### config.mk
export PLATFORM = sky130hd
export DESIGN_NAME = tempo_gossip_packet_parser_core
export DESIGN_NICKNAME = d
export VERILOG_FILES = /design/src/hw/rtl/gpp_pkg.sv /design/src/hw/rtl/gpp_fifo.sv /design/src/hw/rtl/gpp_front.sv /design/src/hw/rtl/gpp_back.sv /design/src/hw/rtl/tempo_gossip_packet_parser_core.sv
export SDC_FILE = /design/constraint.sdc
export NUM_CORES = 2
export LEC_CHECK = 0
export ABC_AREA = 1
export BUFFER_PORTS_ARGS = -buffer_cell sky130_fd_sc_hd__buf_4
export CAP_MARGIN = 40
export CORE_MARGIN = 2
export CORE_UTILIZATION = 30
export DETAILED_ROUTE_END_ITERATION = 8
export PLACE_DENSITY = 0.41
export SYNTH_ARGS = -nofsm -noshare
export SYNTH_HDL_FRONTEND = slang
export SYNTH_HIERARCHICAL = 1
export SYNTH_SLANG_ARGS = --single-unit
### constraint.sdc
create_clock -name clk -period 13.25 [get_ports clk]
set_clock_uncertainty 0.15 [all_clocks]
set_input_delay 2.65 -clock clk [delete_from_list [all_inputs] [get_ports clk]]
set_output_delay 2.65 -clock clk [all_outputs]
set_load 0.03 [all_outputs]
### src/hw/rtl/gpp_pkg.sv
// ----------------------------------------------------------------------------
// gpp_pkg
// types and constants shared by the gossip packet parser
// ----------------------------------------------------------------------------
package gpp_pkg;

  localparam logic [1:0] OP_BYTE  = 2'd0;
  localparam logic [1:0] OP_TICK  = 2'd1;
  localparam logic [1:0] OP_QUERY = 2'd2;
  localparam logic [1:0] OP_SPARE = 2'd3;

  localparam logic [7:0] KIND_ALIVE    = 8'd1;
  localparam logic [7:0] KIND_RESPONSE = 8'd2;
  localparam logic [7:0] KIND_BYE      = 8'd3;

  localparam logic [31:0] KEY_TEMPO    = 32'h746d6c6e;
  localparam logic [31:0] KEY_ENDPOINT = 32'h6d657034;
  localparam logic [31:0] KEY_STST     = 32'h73747374;

  localparam logic [19:0] LIFETIME_RESET = 20'd15000;
  localparam logic [41:0] TEMPO_NUM      = 42'd3932160000000;
  localparam int          HEADER_LEN     = 20;
  localparam int          DIV_STEPS      = 42;

  localparam logic [7:0] SIG [8] = '{8'h5f, 8'h61, 8'h73, 8'h64,
                                     8'h70, 8'h5f, 8'h76, 8'h01};

  typedef struct packed {
    logic [1:0]  operation;
    logic [7:0]  data_byte;
    logic        end_of_packet;
    logic [31:0] now_ms;
    logic [2:0]  peer_index;
  } in_word_t;

  typedef struct packed {
    logic        packet_accepted;
    logic [41:0] bpm_q16;
    logic        playing;
    logic        start_stop_seen;
    logic [3:0]  peer_count;
    logic        endpoint_valid;
    logic [31:0] endpoint_ip;
    logic [15:0] endpoint_port;
  } out_word_t;

  typedef enum logic [2:0] {
    CMD_REPORT,
    CMD_HELLO,
    CMD_BYE,
    CMD_TEMPO,
    CMD_ENDPOINT,
    CMD_STST,
    CMD_TICK,
    CMD_QUERY
  } cmd_kind_t;

  typedef struct packed {
    cmd_kind_t   kind;
    logic        emit;
    logic        accepted;
    logic [31:0] now;
    logic [63:0] id;
    logic [63:0] value;
    logic [2:0]  idx;
  } cmd_t;

  typedef enum logic [3:0] {
    ST_IDLE,
    ST_SCAN,
    ST_ACT,
    ST_FETCH,
    ST_WRITE,
    ST_EXPIRE,
    ST_DIV,
    ST_DONE
  } back_state_t;

endpackage

### src/hw/rtl/gpp_fifo.sv
// ----------------------------------------------------------------------------
// gpp_fifo
// small show-ahead queue of words
// ----------------------------------------------------------------------------
module gpp_fifo #(
  parameter int WIDTH  = 8,
  parameter int ADDR_W = 2
) (
  input  logic             clk,
  input  logic             rst_n,
  input  logic             push,
  input  logic [WIDTH-1:0] wdata,
  output logic             full,
  input  logic             pop,
  output logic [WIDTH-1:0] rdata,
  output logic             empty
);
  localparam int DEPTH = 1 << ADDR_W;

  logic [WIDTH-1:0] mem_r [DEPTH];
  logic [ADDR_W-1:0] wp_r, rp_r;
  logic [ADDR_W:0]   cnt_r;
  logic do_push, do_pop;

  assign full    = (cnt_r == (ADDR_W+1)'(DEPTH));
  assign empty   = (cnt_r == '0);
  assign do_push = push && !full;
  assign do_pop  = pop && !empty;
  assign rdata   = mem_r[rp_r];

  always_ff @(posedge clk) begin
    if (do_push) begin
      mem_r[wp_r] <= wdata;
    end
  end

  always_ff @(posedge clk) begin
    if (!rst_n) begin
      wp_r  <= '0;
      rp_r  <= '0;
      cnt_r <= '0;
    end else begin
      if (do_push) wp_r <= wp_r + 1'b1;
      if (do_pop) rp_r <= rp_r + 1'b1;
      if (do_push && !do_pop) cnt_r <= cnt_r + 1'b1;
      else if (do_pop && !do_push) cnt_r <= cnt_r - 1'b1;
    end
  end
endmodule

### src/hw/rtl/gpp_front.sv
// ----------------------------------------------------------------------------
// gpp_front
// byte parser: header check, record framing, command generation
// ----------------------------------------------------------------------------
module gpp_front #(
  parameter int MAX_PACKET_BYTES = 65535
) (
  input  logic             clk,
  input  logic             rst_n,
  input  logic             accept,
  input  gpp_pkg::in_word_t in_word,
  output logic             cmd_push,
  output gpp_pkg::cmd_t    cmd
);
  import gpp_pkg::*;

  logic [15:0] pos_r, pos_nxt;
  logic        good_r, good_nxt;
  logic [7:0]  kind_r, kind_nxt;
  logic [63:0] sid_r, sid_nxt;
  logic [31:0] key_r, key_nxt;
  logic [31:0] size_r, size_nxt;
  logic [16:0] off_r, off_nxt;
  logic [63:0] val_r, val_nxt;
  logic        is_byte, in_range, hdr_evt, rec_on, rec_done, last;
  logic        acc_flag;
  logic [3:0]  n;
  logic [16:0] off1;
  logic [7:0]  b;
  cmd_kind_t   rec_kind;
  logic        rec_act;
  logic [63:0] rec_value;

  assign b        = in_word.data_byte;
  assign is_byte  = accept && (in_word.operation == OP_BYTE);
  assign in_range = 32'(pos_r) < 32'(MAX_PACKET_BYTES);
  assign last     = is_byte && in_word.end_of_packet;

  always_comb begin
    good_nxt = good_r;
    kind_nxt = kind_r;
    sid_nxt  = sid_r;
    key_nxt  = key_r;
    size_nxt = size_r;
    val_nxt  = val_r;
    off_nxt  = off_r;
    pos_nxt  = pos_r;
    hdr_evt  = 1'b0;
    rec_on   = 1'b0;
    rec_done = 1'b0;
    off1     = off_r + 17'd1;
    if (is_byte && in_range) begin
      pos_nxt = pos_r + 16'd1;
      if (pos_r < 16'd8) begin
        if (b != SIG[pos_r[2:0]]) good_nxt = 1'b0;
      end else if (pos_r == 16'd8) begin
        kind_nxt = b;
      end else if (pos_r >= 16'd12 && pos_r < 16'(HEADER_LEN)) begin
        sid_nxt = {sid_r[55:0], b};
        hdr_evt = (pos_r == 16'(HEADER_LEN - 1)) && good_r &&
                  (kind_r == KIND_ALIVE || kind_r == KIND_RESPONSE ||
                   kind_r == KIND_BYE);
      end else if (pos_r >= 16'(HEADER_LEN) && good_r &&
                   (kind_r == KIND_ALIVE || kind_r == KIND_RESPONSE)) begin
        rec_on = 1'b1;
        if (off_r < 17'd4) key_nxt = {key_r[23:0], b};
        else if (off_r < 17'd8) size_nxt = {size_r[23:0], b};
        else if (off_r < 17'd16) val_nxt = {val_r[55:0], b};
        off_nxt  = off1;
        rec_done = (off1 >= 17'd8) && (33'(off1) == 33'(size_nxt) + 33'd8);
      end
    end
  end

  assign n = (size_nxt < 32'd8) ? size_nxt[3:0] : 4'd8;

  always_comb begin
    rec_act   = 1'b0;
    rec_kind  = CMD_REPORT;
    rec_value = '0;
    if (key_nxt == KEY_TEMPO && size_nxt >= 32'd8) begin
      rec_act   = 1'b1;
      rec_kind  = CMD_TEMPO;
      rec_value = val_nxt;
    end else if (key_nxt == KEY_ENDPOINT && size_nxt >= 32'd6) begin
      rec_act   = 1'b1;
      rec_kind  = CMD_ENDPOINT;
      rec_value = {16'd0, 32'(val_nxt >> {n - 4'd4, 3'b000}),
                   16'(val_nxt >> {n - 4'd6, 3'b000})};
    end else if (key_nxt == KEY_STST && size_nxt >= 32'd1) begin
      rec_act   = 1'b1;
      rec_kind  = CMD_STST;
      rec_value = {56'd0, 8'(val_nxt >> {n - 4'd1, 3'b000})};
    end
  end

  assign acc_flag = (pos_nxt >= 16'(HEADER_LEN)) && good_nxt &&
                    (kind_nxt == KIND_ALIVE || kind_nxt == KIND_RESPONSE ||
                     kind_nxt == KIND_BYE);

  always_comb begin
    cmd          = '0;
    cmd.kind     = CMD_REPORT;
    cmd.now      = in_word.now_ms;
    cmd.id       = sid_nxt;
    cmd.idx      = in_word.peer_index;
    cmd_push     = 1'b0;
    if (accept) begin
      unique case (in_word.operation)
        OP_BYTE: begin
          cmd.emit     = last;
          cmd.accepted = last && acc_flag;
          if (hdr_evt) begin
            cmd.kind = (kind_r == KIND_BYE) ? CMD_BYE : CMD_HELLO;
            cmd_push = 1'b1;
          end else if (rec_on && rec_done && rec_act) begin
            cmd.kind  = rec_kind;
            cmd.value = rec_value;
            cmd_push  = 1'b1;
          end
          if (last) cmd_push = 1'b1;
        end
        OP_TICK: begin
          cmd.kind = CMD_TICK;
          cmd.emit = 1'b1;
          cmd_push = 1'b1;
        end
        OP_QUERY: begin
          cmd.kind = CMD_QUERY;
          cmd.emit = 1'b1;
          cmd_push = 1'b1;
        end
        default: cmd_push = 1'b0;
      endcase
    end
  end

  always_ff @(posedge clk) begin
    if (!rst_n || last) begin
      pos_r  <= '0;
      good_r <= 1'b1;
      kind_r <= '0;
      sid_r  <= '0;
      key_r  <= '0;
      size_r <= '0;
      off_r  <= '0;
      val_r  <= '0;
    end else begin
      pos_r  <= pos_nxt;
      good_r <= good_nxt;
      kind_r <= kind_nxt;
      sid_r  <= sid_nxt;
      if (rec_done) begin
        key_r  <= '0;
        size_r <= '0;
        off_r  <= '0;
        val_r  <= '0;
      end else begin
        key_r  <= key_nxt;
        size_r <= size_nxt;
        off_r  <= off_nxt;
        val_r  <= val_nxt;
      end
    end
  end
endmodule

### src/hw/rtl/gpp_back.sv
// ----------------------------------------------------------------------------
// gpp_back
// command engine: peer table, expiry sweep, tempo divider, result build
// ----------------------------------------------------------------------------
module gpp_back #(
  parameter int PEER_SLOTS = 8
) (
  input  logic              clk,
  input  logic              rst_n,
  input  logic              cfg_we,
  input  logic [19:0]       cfg_wdata,
  input  gpp_pkg::cmd_t     cmd,
  input  logic              cmd_empty,
  output logic              cmd_pop,
  input  logic              res_full,
  output logic              res_push,
  output gpp_pkg::out_word_t res
);
  import gpp_pkg::*;

  localparam int SW = (PEER_SLOTS > 1) ? $clog2(PEER_SLOTS) : 1;
  localparam int CW = $clog2(PEER_SLOTS + 1);

  logic [63:0] ids_r  [PEER_SLOTS];
  logic [31:0] exp_r  [PEER_SLOTS];
  logic [31:0] ip_r   [PEER_SLOTS];
  logic [15:0] port_r [PEER_SLOTS];
  logic        has_r  [PEER_SLOTS];

  back_state_t state_r, state_nxt;
  cmd_t        cur_r;
  logic [CW-1:0] i_r, total_r;
  logic [SW-1:0] slot_r, rd_idx;
  logic          found_r;
  logic [41:0]   tempo_r, quo_r, num_r;
  logic          playing_r, seen_r;
  logic [19:0]   life_r;
  logic          ev_r;
  logic [31:0]   eip_r;
  logic [15:0]   eport_r;
  logic [63:0]   mv_id_r;
  logic [31:0]   mv_exp_r, mv_ip_r;
  logic [15:0]   mv_port_r;
  logic          mv_has_r;
  logic [63:0]   rem_r, rem2;
  logic [5:0]    cnt_r;
  logic          start, i_live, hit, div_ge, tempo_pos;
  logic [63:0]   rd_id;
  logic [31:0]   rd_exp;
  logic [31:0]   age;
  logic          is_old;

  assign start     = !cmd_empty && !res_full;
  assign i_live    = i_r < total_r;
  assign rd_id     = ids_r[rd_idx];
  assign rd_exp    = exp_r[rd_idx];
  assign hit       = rd_id == cur_r.id;
  assign tempo_pos = (cmd.value != '0) && !cmd.value[63];
  assign rem2      = {rem_r[62:0], num_r[41]};
  assign div_ge    = rem2 >= cur_r.value;

  assign age    = cur_r.now - rd_exp;
  assign is_old = !age[31];

  always_comb begin
    unique case (state_r)
      ST_IDLE:  rd_idx = SW'(cmd.idx);
      ST_FETCH: rd_idx = SW'(total_r - CW'(1));
      default:  rd_idx = i_r[SW-1:0];
    endcase
  end

  always_comb begin
    state_nxt = state_r;
    unique case (state_r)
      ST_IDLE: begin
        if (start) begin
          unique case (cmd.kind)
            CMD_HELLO, CMD_BYE, CMD_ENDPOINT: state_nxt = ST_SCAN;
            CMD_TEMPO: state_nxt = tempo_pos ? ST_DIV : ST_DONE;
            CMD_TICK:  state_nxt = ST_EXPIRE;
            default:   state_nxt = ST_DONE;
          endcase
        end
      end
      ST_SCAN: begin
        if (!i_live || hit) state_nxt = ST_ACT;
      end
      ST_ACT: begin
        state_nxt = (cur_r.kind == CMD_BYE && found_r) ? ST_FETCH : ST_DONE;
      end
      ST_FETCH: state_nxt = ST_WRITE;
      ST_WRITE: state_nxt = (cur_r.kind == CMD_TICK) ? ST_EXPIRE : ST_DONE;
      ST_EXPIRE: begin
        if (!i_live) state_nxt = ST_DONE;
        else if (is_old) state_nxt = ST_FETCH;
      end
      ST_DIV: begin
        if (cnt_r == 6'(DIV_STEPS - 1)) state_nxt = ST_DONE;
      end
      ST_DONE: state_nxt = ST_IDLE;
      default: state_nxt = ST_IDLE;
    endcase
  end

  always_comb begin
    cmd_pop  = (state_r == ST_IDLE) && start;
    res_push = (state_r == ST_DONE) && cur_r.emit;
    res.packet_accepted = cur_r.accepted;
    res.bpm_q16         = tempo_r;
    res.playing         = playing_r;
    res.start_stop_seen = seen_r;
    res.peer_count      = 4'(total_r);
    res.endpoint_valid  = ev_r;
    res.endpoint_ip     = eip_r;
    res.endpoint_port   = eport_r;
  end

  always_ff @(posedge clk) begin
    if (!rst_n) begin
      state_r   <= ST_IDLE;
      total_r   <= '0;
      tempo_r   <= '0;
      playing_r <= 1'b0;
      seen_r    <= 1'b0;
      life_r    <= LIFETIME_RESET;
    end else begin
      state_r <= state_nxt;
      if (cfg_we) life_r <= cfg_wdata;
      unique case (state_r)
        ST_IDLE: begin
          if (start) begin
            cur_r   <= cmd;
            i_r     <= '0;
            found_r <= 1'b0;
            ev_r    <= 1'b0;
            eip_r   <= '0;
            eport_r <= '0;
            rem_r   <= '0;
            quo_r   <= '0;
            num_r   <= TEMPO_NUM;
            cnt_r   <= '0;
            if (cmd.kind == CMD_QUERY &&
                32'(cmd.idx) < 32'(total_r) && has_r[rd_idx]) begin
              ev_r    <= 1'b1;
              eip_r   <= ip_r[rd_idx];
              eport_r <= port_r[rd_idx];
            end
            if (cmd.kind == CMD_STST) begin
              playing_r <= cmd.value[7:0] != 8'd0;
              seen_r    <= 1'b1;
            end
          end
        end
        ST_SCAN: begin
          if (i_live) begin
            if (hit) begin
              found_r <= 1'b1;
              slot_r  <= i_r[SW-1:0];
            end else begin
              i_r <= i_r + CW'(1);
            end
          end
        end
        ST_ACT: begin
          if (cur_r.kind == CMD_HELLO) begin
            if (found_r) begin
              exp_r[slot_r] <= cur_r.now + 32'(life_r);
            end else if (32'(total_r) < 32'(PEER_SLOTS)) begin
              ids_r[total_r[SW-1:0]]  <= cur_r.id;
              exp_r[total_r[SW-1:0]]  <= cur_r.now + 32'(life_r);
              ip_r[total_r[SW-1:0]]   <= '0;
              port_r[total_r[SW-1:0]] <= '0;
              has_r[total_r[SW-1:0]]  <= 1'b0;
              total_r <= total_r + CW'(1);
            end
          end else if (cur_r.kind == CMD_ENDPOINT && found_r) begin
            ip_r[slot_r]   <= cur_r.value[47:16];
            port_r[slot_r] <= cur_r.value[15:0];
            has_r[slot_r]  <= 1'b1;
          end
        end
        ST_FETCH: begin
          mv_id_r   <= rd_id;
          mv_exp_r  <= rd_exp;
          mv_ip_r   <= ip_r[rd_idx];
          mv_port_r <= port_r[rd_idx];
          mv_has_r  <= has_r[rd_idx];
        end
        ST_WRITE: begin
          ids_r[slot_r]  <= mv_id_r;
          exp_r[slot_r]  <= mv_exp_r;
          ip_r[slot_r]   <= mv_ip_r;
          port_r[slot_r] <= mv_port_r;
          has_r[slot_r]  <= mv_has_r;
          total_r <= total_r - CW'(1);
          if (cur_r.kind == CMD_BYE && total_r == CW'(1)) begin
            tempo_r   <= '0;
            playing_r <= 1'b0;
            seen_r    <= 1'b0;
          end
        end
        ST_EXPIRE: begin
          if (i_live) begin
            if (is_old) slot_r <= i_r[SW-1:0];
            else i_r <= i_r + CW'(1);
          end else if (total_r == '0) begin
            tempo_r   <= '0;
            playing_r <= 1'b0;
            seen_r    <= 1'b0;
          end
        end
        ST_DIV: begin
          num_r <= {num_r[40:0], 1'b0};
          cnt_r <= cnt_r + 6'd1;
          if (div_ge) begin
            rem_r <= rem2 - cur_r.value;
            quo_r <= {quo_r[40:0], 1'b1};
          end else begin
            rem_r <= rem2;
            quo_r <= {quo_r[40:0], 1'b0};
          end
          if (cnt_r == 6'(DIV_STEPS - 1)) tempo_r <= {quo_r[40:0], div_ge};
        end
        default: begin
        end
      endcase
    end
  end
endmodule

### src/hw/rtl/tempo_gossip_packet_parser_core.sv
// ----------------------------------------------------------------------------
// tempo_gossip_packet_parser_core
// gossip packet parser with peer table, queue-style ports
// ----------------------------------------------------------------------------
// a word that yields a result passes from the front parser through the 4-word
//   command queue and the back engine's work (peer scan, expiry sweep or tempo
//   division) into the 2-word result queue
// throughput: bytes enter one per cycle while the 4-word command queue has room
// reset: synchronous rst_n clears queues, session state and lifetime (15000)
module tempo_gossip_packet_parser_core #(
  parameter int PEER_SLOTS       = 8,
  parameter int MAX_PACKET_BYTES = 65535
) (
  input  logic               clk,
  input  logic               rst_n,
  input  logic               in_push,
  output logic               in_full,
  input  gpp_pkg::in_word_t  in_word,
  output logic               out_empty,
  input  logic               out_pop,
  output gpp_pkg::out_word_t out_word,
  input  logic               cfg_we,
  input  logic [19:0]        cfg_wdata
);
  import gpp_pkg::*;

  logic      accept, cmd_push, cmd_full, cmd_empty, cmd_pop;
  logic      res_push, res_full;
  cmd_t      cmd_in, cmd_out;
  out_word_t res;

  assign accept  = in_push && !in_full;
  assign in_full = cmd_full;

  gpp_front #(.MAX_PACKET_BYTES(MAX_PACKET_BYTES)) u_front (
    .clk(clk), .rst_n(rst_n), .accept(accept), .in_word(in_word),
    .cmd_push(cmd_push), .cmd(cmd_in)
  );

  gpp_fifo #(.WIDTH($bits(cmd_t)), .ADDR_W(2)) u_cmd_q (
    .clk(clk), .rst_n(rst_n), .push(cmd_push), .wdata(cmd_in), .full(cmd_full),
    .pop(cmd_pop), .rdata(cmd_out), .empty(cmd_empty)
  );

  gpp_back #(.PEER_SLOTS(PEER_SLOTS)) u_back (
    .clk(clk), .rst_n(rst_n), .cfg_we(cfg_we), .cfg_wdata(cfg_wdata),
    .cmd(cmd_out), .cmd_empty(cmd_empty), .cmd_pop(cmd_pop),
    .res_full(res_full), .res_push(res_push), .res(res)
  );

  gpp_fifo #(.WIDTH($bits(out_word_t)), .ADDR_W(1)) u_res_q (
    .clk(clk), .rst_n(rst_n), .push(res_push), .wdata(res), .full(res_full),
    .pop(out_pop), .rdata(out_word), .empty(out_empty)
  );
endmodule

==> run metrics <==
run status=finished, final reports clean; Gate Count Post-Synth=11,800; Worst Setup Start Kind=input pin; post-CTS sizing=0; initial antenna violation count=23; PortBufs=170; Final min period=8530 ps; Worst Path Class, Setup=in2reg; Tcrit/Tclk final=64.4%; DRT antenna net count=0; GRT Resource Usage Total=18.3%; worst slew pin tran=1010 ps; share of cells above drive strength 1=9.80%; initial DRC count=6,544; Tot Pwr=30.9 mW; Max Fclk=0.117 GHz; worst path required time=13,610 ps; Final Util=34.5%; unrepaired setup endpoints after global routing=false; endpoints failing hold=0; clk sinks=2,842; Max Buffers Root-to-Sink=4; Met3 Routed Length=17,300 um; Routed WL=400,000 um; IO Count=171; Vias=87,200; crit path max fanout=87; CTS clk-pin slew, worst paths=60 ps; Detailed Routing Iterations Pass 1=5; Yosys top cell by area=edfxtp_1; hold path startpoint=u_back/eip_r[19]; final setup fails=0; Crit-path slowest cell=buf_4; height of the die=650 um; vias in the first global route=85,600; die width=650 um; wl on met1=188,000 um; Remaining Overflow, GRT=0; Hold Path Class=reg2reg; Pwr Density=215 nW/um2; EDFF count, synth=2,523; Max H-tree Level=5; global-route wire length before repair=586,000 um; CP dominant cell by count=nand2_1; core area=416,000 um2; Core Rows=237; post-detail-place hpwl=252,000 um; Synth top area share=60.5%; Synth Register Bits=2,842; RePlAce Congestion=0.895; non-filler cells, final=17,600; clk_lat worst skew=960 ps; initial core utilization=30.1%; ys async rst share=0%; maximum VDD drop=0.248 mV; worst hold slack=264 ps; Slew Limit Headroom=32.6%; WL/cell=22.7 um; Max-Cap Viols=0; top routing layer used=met5; CTS root buf=clkbuf_16; post-CTS setup buffers=0; vias per cell=4.96; die area=423,000 um2; Synth Flop Type=edfxtp_1; Seq/Total Area, Yosys=65.6%; DP Cell Count=17,000; Final Max Slew Viols=0; Final #Nets=12,000; met2 WL post-DR=187,000 um; Critical Path AT=8890 ps; crit-path max cell delay=710 ps; clock buffer count from CTS=335; setup tns final=0 ps; Ys Warns=6; hold_buf cts=0; number of filler cells placed in the layout=41,700; largest cells by area after synthesis=edfxtp_1 (60%), nand2_1 (6.1%), dfxtp_1 (5.1%); # DRC=0; pin count of the biggest net entering global routing=188; Worst Setup SP=in_word[45]; crit end category=flip-flop; Lkg Pwr=51.5 nW; unique cell type count in the Yosys netlist=75; synthesized net count=12,000; CTS tree=done; Syn Area/Cell=10.7 um2; Mapped Area=125,000 um2; P&R area growth vs syn=14.7%
==> cells in the mapped netlist (117+ instances only) <==
cell type,n
edfxtp_1,2523
nand2_1,2048
nor2_1,1428
o21ai_0,1073
nand3_1,962
inv_1,897
a21oi_1,417
clkbuf_1,326
dfxtp_1,319
o22ai_1,318
buf_2,198
ha_1,143
nand4_1,117
==> through the flow <==
| step | setup WS, ps | area (um2) |
|---|---|---|
| 2_1_floorplan | 324 | 125000 |
| 3_3_place_gp | 3450 | 132000 |
| 3_5_place_dp | 3760 | 133000 |
| 4_1_cts | 4740 | 144000 |
| 5_1_grt | 4180 | 144000 |
| 6_report | 4720 | 144000 |
==> kinds of logic (layout without fill, tap and decap cells) <==
family | after synthesis | after routing | synth area share, %
AO/OA/AOI/OAI | 2134 | 2134 | 9.39
adder cells (fa/ha/maj) | 146 | 146 | 1.48
flip-flops | 2842 | 2842 | 65.6
multiplexers | 101 | 101 | 0.965
AND/OR/NAND/NOR | 4830 | 4830 | 16.4
XOR/XNOR | 114 | 114 | 0.797
other | 0 | 7 | 0
buffers and inverters | 1586 | 1906 | 5.42
==> critical path: cells and delay by family <==
kind,cells,cell delay (ps)
simple gates,18,2440
compound gates,1,60
fa+ha+maj,1,160
buf+inv,10,3250
==> routing by layer <==
metal | global-route usage, % | vias up
met5 | 0 | -
met4 | 3.55 | 2
met3 | 2.20 | 464
met2 | 30.3 | 1910
met1 | 26.0 | 43700
li1 | - | 41200
==> power by group <==
| group | switching, mW | total, mW | internal (mW) |
|---|---|---|---|
| clock | 3.77 | 9.15 | 5.38 |
| combinational | 7.66 | 10.4 | 2.71 |
| sequential | 0.327 | 11.4 | 11.1 |
| total | 11.8 | 30.9 | 19.2 |
==> flip-flops by register name, summed over array words and instances, names as in the netlist, 63 cells and up, named ones only <==
signal,cells
u_back/cur_r,164
u_back/exp_r,256
u_back/ids_r,512
u_back/ip_r,256
u_back/mv_id_r,64
u_back/port_r,128
u_back/rem_r,63
u_cmd_q/mem_r,672
u_front/sid_r,64
u_front/val_r,64
u_res_q/mem_r,196
==> cells in the final DEF, fill, tap and decap left out, types with 56 or more instances in the layout <==
master        n
a211oi_1     72
a21oi_1     416
buf_4       314
clkbuf_1     93
clkbuf_16   343
dfxtp_1     316
edfxtp_1   2523
ha_1        143
inv_1       894
mux2_2       78
nand2_1    2047
nand3_1     960
nand4_1     117
nor2_1     1392
nor2_2       85
nor2_4       56
o21ai_0    1073
o21ai_1      66
o22ai_1     317
xor2_1       60
==> path summary, 6_finish.rpt <==
check,end,slack [ps],cells past startpoint
max reg2reg,u_back/slot_r[1],4900,25
max,u_cmd_q/mem_r[0][139],4720,30
min,u_res_q/mem_r[1][35],260,0
min reg2reg,u_res_q/mem_r[1][35],260,0
==> area by class of cell <==
class	instances	area, um2	area share, %
antenna	7	17.5	0.0122
clock buffer	457	9220	6.42
clock inverter	160	1760	1.22
inverter	923	3500	2.44
multi-input combinational	7325	36700	25.5
sequential	2842	82200	57.2
tap	5497	6880	4.79
timing repair buffer	366	3460	2.41
Power figures use the tool's default switching activity.
